File: src/assert_macros.svh
// assertion macros shared by the rtl that checks itself
// no dependencies
`ifndef ASSERT_MACROS_SVH
`define ASSERT_MACROS_SVH

// condition a in one cycle implies b in the same cycle
`define ASSERT_IMPLIES(label, clk, rst_n, a, b) \
	label: assert property (@(posedge clk) disable iff (!rst_n) (a) |-> (b)) \
		else $error("assertion failed: same-cycle implication");

// condition a in one cycle implies b in the next cycle
`define ASSERT_NEXT(label, clk, rst_n, a, b) \
	label: assert property (@(posedge clk) disable iff (!rst_n) (a) |=> (b)) \
		else $error("assertion failed: next-cycle implication");

`endif

File: src/spq_pkg.sv
// types and codes for the stable sorted priority queue
// no dependencies
`timescale 1ns / 1ps

package spq_pkg;

	localparam int PRIO_W = 8;
	localparam int TAG_W  = 32;

	// operation codes
	localparam logic FUNC_INSERT = 1'b0;
	localparam logic FUNC_REMOVE = 1'b1;

	// result status codes
	localparam logic [1:0] STATUS_OK    = 2'd0;
	localparam logic [1:0] STATUS_FULL  = 2'd1;
	localparam logic [1:0] STATUS_EMPTY = 2'd2;

	// one stored entry
	typedef struct packed {
		logic [PRIO_W-1:0] prio;
		logic [TAG_W-1:0]  tag;
	} entry_t;

	// per-cycle command broadcast to every cell
	typedef struct packed {
		logic   ins;
		logic   rem;
		entry_t new_entry;
	} cell_ctl_t;

endpackage

File: src/spq_cell.sv
// one slot of the sorted queue: holds an entry, shifts on insert or remove
// depends on spq_pkg
`timescale 1ns / 1ps

module spq_cell
	import spq_pkg::*;
(
	input  logic      clk,
	input  cell_ctl_t ctl,
	input  logic      occupied,
	input  logic      left_keep,
	input  entry_t    left_entry,
	input  entry_t    right_entry,
	output logic      keep,
	output entry_t    entry
);

	entry_t entry_q;

	// an occupied entry stays put on insert when it ranks equal to or above the new word
	assign keep  = occupied && (entry_q.prio >= ctl.new_entry.prio);
	assign entry = entry_q;

	// insert: take the new word at the boundary, the left neighbor behind it
	// remove: take the right neighbor
	always_ff @(posedge clk) begin
		if (ctl.ins && !keep) begin
			entry_q <= left_keep ? ctl.new_entry : left_entry;
		end else if (ctl.rem) begin
			entry_q <= right_entry;
		end
	end

endmodule

File: src/stable_sorted_priority_queue.sv
// stable sorted priority queue: a row of DEPTH cells, head at cell zero
// result: strobed on done in the cycle after the one in which start is accepted
// throughput: one operation per cycle; every cell compares and shifts at once
// busy is always low; the receiver cannot stall and needs none
// reset: arst_n clears the fill count and the result strobe; slots are not cleared
`timescale 1ns / 1ps

module stable_sorted_priority_queue
	import spq_pkg::*;
#(
	parameter int DEPTH = 16
) (
	input  logic              clk,
	input  logic              arst_n,
	input  logic              start,
	output logic              busy,
	input  logic              func,
	input  logic [PRIO_W-1:0] prio_in,
	input  logic [TAG_W-1:0]  tag_in,
	output logic              done,
	output logic [1:0]        status,
	output logic [PRIO_W-1:0] prio_out,
	output logic [TAG_W-1:0]  tag_out,
	output logic              now_empty,
	output logic              now_full
);

`include "assert_macros.svh"

	localparam int FILL_W = $clog2(DEPTH + 1);

	logic [FILL_W-1:0] fill_q;
	logic [FILL_W-1:0] fill_next;
	logic              accept;
	logic              is_empty;
	logic              is_full;
	cell_ctl_t         ctl;
	entry_t            cell_entry [DEPTH];
	logic [DEPTH-1:0]  cell_keep;

	logic              done_q;
	logic [1:0]        status_q;
	logic [PRIO_W-1:0] prio_out_q;
	logic [TAG_W-1:0]  tag_out_q;
	logic              now_empty_q;
	logic              now_full_q;

	assign busy     = 1'b0;
	assign accept   = start && !busy;
	assign is_empty = (fill_q == '0);
	assign is_full  = (fill_q == FILL_W'(DEPTH));

	// command to the cell row
	always_comb begin
		ctl.ins       = accept && (func == FUNC_INSERT) && !is_full;
		ctl.rem       = accept && (func == FUNC_REMOVE) && !is_empty;
		ctl.new_entry = '{prio: prio_in, tag: tag_in};
	end

	// row of cells
	for (genvar i = 0; i < DEPTH; i++) begin : g_cell
		logic   occ;
		logic   lkeep;
		entry_t lentry;
		entry_t rentry;

		assign occ = (FILL_W'(i) < fill_q);
		if (i == 0) begin : g_head
			assign lkeep  = 1'b1;
			assign lentry = ctl.new_entry;
		end else begin : g_body
			assign lkeep  = cell_keep[i-1];
			assign lentry = cell_entry[i-1];
		end
		if (i == DEPTH - 1) begin : g_tail
			assign rentry = cell_entry[i];
		end else begin : g_inner
			assign rentry = cell_entry[i+1];
		end

		spq_cell u_cell (
			.clk        (clk),
			.ctl        (ctl),
			.occupied   (occ),
			.left_keep  (lkeep),
			.left_entry (lentry),
			.right_entry(rentry),
			.keep       (cell_keep[i]),
			.entry      (cell_entry[i])
		);
	end

	// next fill count
	always_comb begin
		priority if (ctl.ins) begin
			fill_next = fill_q + FILL_W'(1);
		end else if (ctl.rem) begin
			fill_next = fill_q - FILL_W'(1);
		end else begin
			fill_next = fill_q;
		end
	end

	// fill count and result strobe
	always_ff @(posedge clk or negedge arst_n) begin
		if (!arst_n) begin
			fill_q <= '0;
			done_q <= 1'b0;
		end else begin
			fill_q <= fill_next;
			done_q <= accept;
		end
	end

	// result word
	always_ff @(posedge clk) begin
		if (accept) begin
			status_q    <= STATUS_OK;
			prio_out_q  <= '0;
			tag_out_q   <= '0;
			now_empty_q <= (fill_next == '0);
			now_full_q  <= (fill_next == FILL_W'(DEPTH));
			if (func == FUNC_INSERT) begin
				if (is_full) begin
					status_q <= STATUS_FULL;
				end
			end else if (is_empty) begin
				status_q <= STATUS_EMPTY;
			end else begin
				prio_out_q <= cell_entry[0].prio;
				tag_out_q  <= cell_entry[0].tag;
			end
		end
	end

	assign done      = done_q;
	assign status    = status_q;
	assign prio_out  = prio_out_q;
	assign tag_out   = tag_out_q;
	assign now_empty = now_empty_q;
	assign now_full  = now_full_q;

	// checks
	`ASSERT_IMPLIES(a_fill_range, clk, arst_n, 1'b1, fill_q <= FILL_W'(DEPTH))
	`ASSERT_NEXT(a_done_follows, clk, arst_n, accept, done)
	`ASSERT_IMPLIES(a_drop_full, clk, arst_n, done && (status == STATUS_FULL), now_full)
	`ASSERT_IMPLIES(a_empty_zero, clk, arst_n, done && (status == STATUS_EMPTY), now_empty && (prio_out == '0) && (tag_out == '0))
	`ASSERT_IMPLIES(a_head_sorted, clk, arst_n, fill_q >= FILL_W'(2), cell_entry[0].prio >= cell_entry[1].prio)

endmodule
File: config.mk
export PLATFORM = sky130hd
export DESIGN_NAME = stable_sorted_priority_queue
export DESIGN_NICKNAME = d
export VERILOG_FILES = /design/src/spq_pkg.sv /design/src/spq_cell.sv /design/src/stable_sorted_priority_queue.sv
export VERILOG_INCLUDE_DIRS = /design/src /design/src/src
export SDC_FILE = /design/constraint.sdc
export NUM_CORES = 2
export LEC_CHECK = 0
export BUFFER_PORTS_ARGS = -buffer_cell sky130_fd_sc_hd__clkbuf_2
export CORE_ASPECT_RATIO = 2
export CORE_MARGIN = 3
export CORE_UTILIZATION = 50
export CTS_CLUSTER_DIAMETER = 200
export DETAILED_ROUTE_END_ITERATION = 10
export GPL_TIMING_DRIVEN = 1
export PLACE_DENSITY = 0.68
export SETUP_SLACK_MARGIN = 0.2
export SYNTH_ARGS = -nofsm -noshare
export SYNTH_HDL_FRONTEND = slang
export SYNTH_SLANG_ARGS = --single-unit
File: constraint.sdc
create_clock -name clk -period 4.5 [get_ports clk]
set_input_delay 0.225 -clock clk [delete_from_list [all_inputs] [get_ports clk]]
set_output_delay 0.225 -clock clk [all_outputs]
set_load 0.005 [all_outputs]
# After elaboration in Yosys (flattened, before gate mapping)
# Cells that the tools add are included.
[op_classes]
bitwise_logic = 1
n_mux = 50
n_addsub = 2
n_eq_ne = 2
reduce_logical = 72
order_cmp = 32
[ops]
columns = ["op", "count"]
rows = [
  ["$mux 40", 45],
  ["$ge 8x8->1", 16],
  ["$lt 4x5->1 const A", 8],
  ["$logic_and 1x1->1", 36],
  ["$reduce_bool 2->1", 15],
  ["$lt 3x5->1 const A", 4],
  ["$logic_not 1->1", 18],
  ["$eq 5x5->1 const B", 2],
  ["$logic_not 5->1", 2],
  ["$lt 1x5->1 const A", 2],
  ["$lt 2x5->1 const A", 2],
  ["$mux 5", 2],
  ["$add 5x1->5 const B", 1],
  ["$sub 5x1->5 const B", 1],
  ["$mux 2", 2],
  ["$reduce_or 2->1", 1],
  ["$mux 1", 1],
  ["$not 1->1", 1],
]
[totals]
elab_cells = 198
register_bits = 690

# Longest topological paths before layout
[depth]
ltp_word = 6
depth_mapped = 11
mapped_depth_nobuf = 8

# Cells and area by module
# Synthesis repeated with hierarchy kept, for this count alone.
[unflattened]
cells_unflattened = 2763
hier_area_um2 = 43933.4
[modules_own_cells]
columns = ["module", "n_inst", "cells_per_inst", "area_per_inst_um2", "seq_area_each_um2"]
rows = [
  ["spq_cell at g_cell[0].u_cell ...", 9, 162, 2593.7, 1201.2],
  ["spq_cell at g_cell[3].u_cell ...", 7, 161, 2613.8, 1201.2],
  ["stable_sorted_priority_queue", 1, 178, 2293.4, 1471.4],
]

# Least setup slack after synthesis
# No wires, ideal clock.
[synth_path]
kind = "input to register"
from = "input prio_in[1]"
to = "register g_cell[15].u_cell.entry_q (netlist bit g_cell[15].u_cell.entry[0]), enable pin"
t_arrival_ps = 3399
slack_ps = 650
cell_stages = 7
required_ps = 4049
setup_ps = 451
cell_sequence = "inv_1 ha_1 a21o_1 a21o_1 a21oi_1 o211ai_1 a21oi_1"
[synth_via]
elab_chain_len = 4
[synth_lines]
columns = ["element", "line", "text"]
rows = [
  ["start: declaration", "stable_sorted_priority_queue.sv:18", "input logic [PRIO_W-1:0] prio_in,"],
  ["$ge 8x8->1", "spq_cell.sv:21", "assign keep = occupied && (entry_q.prio >= ctl.new_entry.prio);"],
  ["$logic_and 1x1->1", "spq_cell.sv:21", ""],
  ["$logic_not 1->1", "spq_cell.sv:27", "if (ctl.ins && !keep) begin"],
  ["$logic_and 1x1->1", "spq_cell.sv:27", ""],
  ["end signal: assignment", "spq_cell.sv:28", "entry_q <= left_keep ? ctl.new_entry : left_entry;"],
  ["end signal: assignment", "spq_cell.sv:30", "entry_q <= right_entry;"],
  ["end: declaration", "spq_cell.sv:18", "entry_t entry_q;"],
]
# No other way between the ends.
# A chain may end at the register's enable or synchronous reset.

# Final worst setup path
[layout_path]
from = "register fill_q[1]"
to = "register g_cell[14].u_cell.entry_q (netlist bit g_cell[14].u_cell.entry[14]), enable pin"
[layout_via]
elab_chain_len = 5
[layout_lines]
columns = ["element", "line", "text"]
rows = [
  ["start: declaration", "stable_sorted_priority_queue.sv:32", "logic [FILL_W-1:0] fill_q;"],
  ["start signal: assignment", "stable_sorted_priority_queue.sv:110", "fill_q <= fill_next;"],
  ["$lt 4x5->1 or $eq 5x5->1 (tied branches)", "stable_sorted_priority_queue.sv:67, stable_sorted_priority_queue.sv:51", ""],
  ["$logic_and 1x1->1 or $logic_not 1->1 (tied branches)", "spq_cell.sv:21, stable_sorted_priority_queue.sv:55", ""],
  ["$logic_not 1->1 or $logic_and 1x1->1 (tied branches)", "spq_cell.sv:27, stable_sorted_priority_queue.sv:55", ""],
  ["$logic_and 1x1->1", "spq_cell.sv:27", ""],
  ["$reduce_bool 2->1 (no line) (*)", "n/a", ""],
  ["end signal: assignment", "spq_cell.sv:28", ""],
  ["end signal: assignment", "spq_cell.sv:30", ""],
  ["end: declaration", "spq_cell.sv:18", ""],
]
# Every way passes the cells marked *; elsewhere a longest branch is shown, timed or not.

==> flow_metrics.tcl <==
set metrics [dict create \
    crit_path_end_kind "flip-flop" \
    grt_max_degree 81 \
    synth_area_leaders "edfxtp_1 (56%), mux2i_1 (15%), nand2_1 (4.9%), ha_1 (4.5%), o21ai_0 (4.3%)" \
    grt_pass1_wl_um 153000 \
    first_global_vias 27255 \
    drc 0 \
    grt_usage 0.256 \
    period_share 0.724 \
    clk_latency_ps 640 \
    yosys_warnings 0 \
    crit_end "g_cell[14].u_cell.entry[14]" \
    peakVddDrop_v 0.000386 \
    setup.worst_path.class "reg2reg" \
    fillers 6298 \
    timing.hold.ws_ps 177 \
    detail_route.wl_per_cell_um 24.1 \
    rsz0062_at_grt "false" \
    area_growth_pct 9.14 \
    reg2reg_from "fill_q[1]" \
    max_slew_margin 0.285 \
    ys_types 56 \
    vias 24925 \
    total_power_mw 25.2 \
    grt.overflow.total 0 \
    use_met1 0.256 \
    worst_path_dominant_cell_family "simple AND/OR/NAND/NOR gates" \
    slew_viol_final 0 \
    slowest_stage "nand2b_2" \
    die_y_um 389 \
    r2r_slack_ps 1240 \
    cts_tree "yes" \
    worstPathMaxFanout 22 \
    tightest_slew_ps 1070 \
    p_per_area_mw_per_mm2 628 \
    fp.dieArea_mm2 0.0770 \
    period_needed_ps 3260 \
    cts_sinks 690 \
    antenna_found_initial 4 \
    io_pins 90 \
    port_buffers 88 \
    synth_area_per_cell_um2 11.6 \
    required_ps 4800 \
    coreArea_mm2 0.0729 \
    finalWirelength_um 99200 \
    cts_max_level 2 \
    path_depth 7 \
    cts_root_buffer "clkbuf_16" \
    yosysSeqAreaShare 0.563 \
    hold_viol_final 0 \
    synth_edf_count 684 \
    via_per_inst 6.06 \
    clockBufferDepth 3 \
    row_count 140 \
    fmax_mhz 307 \
    postRouteAntennaNets 0 \
    start_util 0.505 \
    worst-path-buf-inv 2 \
    die_w_um 198 \
    synth-seq-cells 690 \
    setup_tns_ps 0 \
    globalplace.congestion 0.902 \
    nets 3320 \
    startpoint_type "flip-flop" \
    drive_above_1_share 0.0971 \
    synth_top_area_frac 0.559 \
    p_leak_nw 15.6 \
    syn_area_mm2 0.0368 \
    status "completed" \
    postCtsSetupBuffers 0 \
    max_cap_violations 0 \
    setup_violations 0 \
    reg2reg_to "g_cell[14].u_cell.entry[14]" \
    async_flop_share 0.00870 \
    reg2reg_depth 7 \
    dp_hpwl_um 71800 \
    multi_input_area_mm2 0.0151 \
    grt.met2_usage 0.511 \
    fin_skew_ps 27.8 \
    cp.arrival_ps 3550 \
    synth_nets 3341 \
    drtIter0Drc 1458 \
    slowest_delay_ps 520 \
    top_usage_layer "met2" \
    crit_start "fill_q[1]" \
    synth_top_area_cell "edfxtp_1" \
    drt_pass1_iterations 5 \
    synth_ff_type "edfxtp_1" \
    crit_chain "inv_1, ha_1, nand4bb_1, nand2_1, a211oi_4, nand2b_2, buf_4" \
    cts-buffers-inserted 59 \
    met3_usage 0.0240 \
    hold_class "in2reg" \
    netlist_top_cells_count "edfxtp_1 (684), mux2i_1 (554), nand2_1 (482), o21ai_0 (316), a21oi_1 (188)" \
    syn_inst 3165 \
    yosysMostFrequentCell "edfxtp_1" \
    cts.clk_slew.worst_paths_ps 70 \
    regArea_mm2 0.0207 \
]
layout make-up:
cell class / count / area share
antenna: 1 / 0.0000624
clock buffer: 66 / 0.0374
clock inverter: 42 / 0.0124
inverter: 38 / 0.00355
multi-input combinational: 2199 / 0.377
sequential: 690 / 0.516
tap: 923 / 0.0288
timing repair buffer: 156 / 0.0248
worst min-delay path by stage:
stage	from	to	slack [ps]	depth (start not counted)
after detailed placement	arst_n	fill_q[3]	80	1
after global routing	func	fill_q[4]	200	4
final	func	fill_q[4]	180	4
after floorplan	arst_n	done	-70	0
after global placement	arst_n	done	60	1
after CTS	func	fill_q[4]	160	4
worst min-delay path, cell delays in order:
cell and delay (ps):
clkbuf_2 120, nor2b_2 110, a31oi_4 200, xnor2_1 90
power breakdown:
| part | leakage [nW] | switching [mW] | internal [mW] |
|---|---|---|---|
| Sequential | 6.67 | 1.39 | 9.77 |
| Clock | 0.987 | 2.47 | 3.04 |
| Combinational | 7.93 | 5.12 | 3.42 |
state kept, by name (all words and copies together), names as in the netlist:
name,cells
tag_out,32
status,2
g_cell.u_cell.entry,640
now_empty,1
fill_q,5
now_full,1
prio_out,8
done,1
routing by layer:
layer | routed length (µm) | vias up
li1 | - | 11615
met1 | 33300 | 12444
met2 | 57900 | 566
met3 | 2490 | 298
met4 | 5520 | 2
met5 | 8 | -
timing repair:
item | in CTS | in global routing
gates resized for setup | 0 | 0
hold endpoints to repair | 6 | 0
hold buffers | 2 | 0
cell usage in the layout (no fill, tap or decap), drive strengths merged, types with 2 or more instances in the layout:
cell type    Yosys  final
edfxtp         684    684
mux2i          554    554
o21ai          485    485
nand2          482    482
a21oi          189    189
clkbuf         146    154
nor2           146    146
ha             132    132
mux2            73     73
buf             92     66
and3            41     41
inv             38     41
clkinv           0     28
nand2b          22     22
nand4           15     15
a2111o          11     11
bufinv           0     11
dfrtp            6      6
and2             5      5
a2111oi          5      5
a21o             4      4
o21a             3      3
xnor2            3      3
a211oi           3      3
o31ai            3      3
nor3             3      3
nor2b            3      3
dlygate4sd3      0      2
nand3            2      2
a2bb2oi          2      2
metrics by stage:
stage	instance area [µm²]	setup slack, ps	util	std cells
CTS	40100	1230	0.551	4114
global placement	38100	1030	0.523	4004
detailed placement	38100	853	0.523	4004
floorplan	36800	650	-	3165
finish	40100	1240	0.551	4115
global route	40100	995	0.551	4114
logic make-up (layout without fill, tap and decap cells):
kind of cell | after synthesis | in the layout | share of synthesized area
simple gates | 723 | 723 | 0.0811
compound gates | 712 | 712 | 0.104
flops | 690 | 690 | 0.563
mux | 627 | 627 | 0.173
buf+inv | 276 | 302 | 0.0333
fa+ha+maj | 132 | 132 | 0.0449
xor+xnor | 4 | 4 | 0.000953
other cells | 1 | 2 | 0.000102
(Power assumes the default switching activity.)
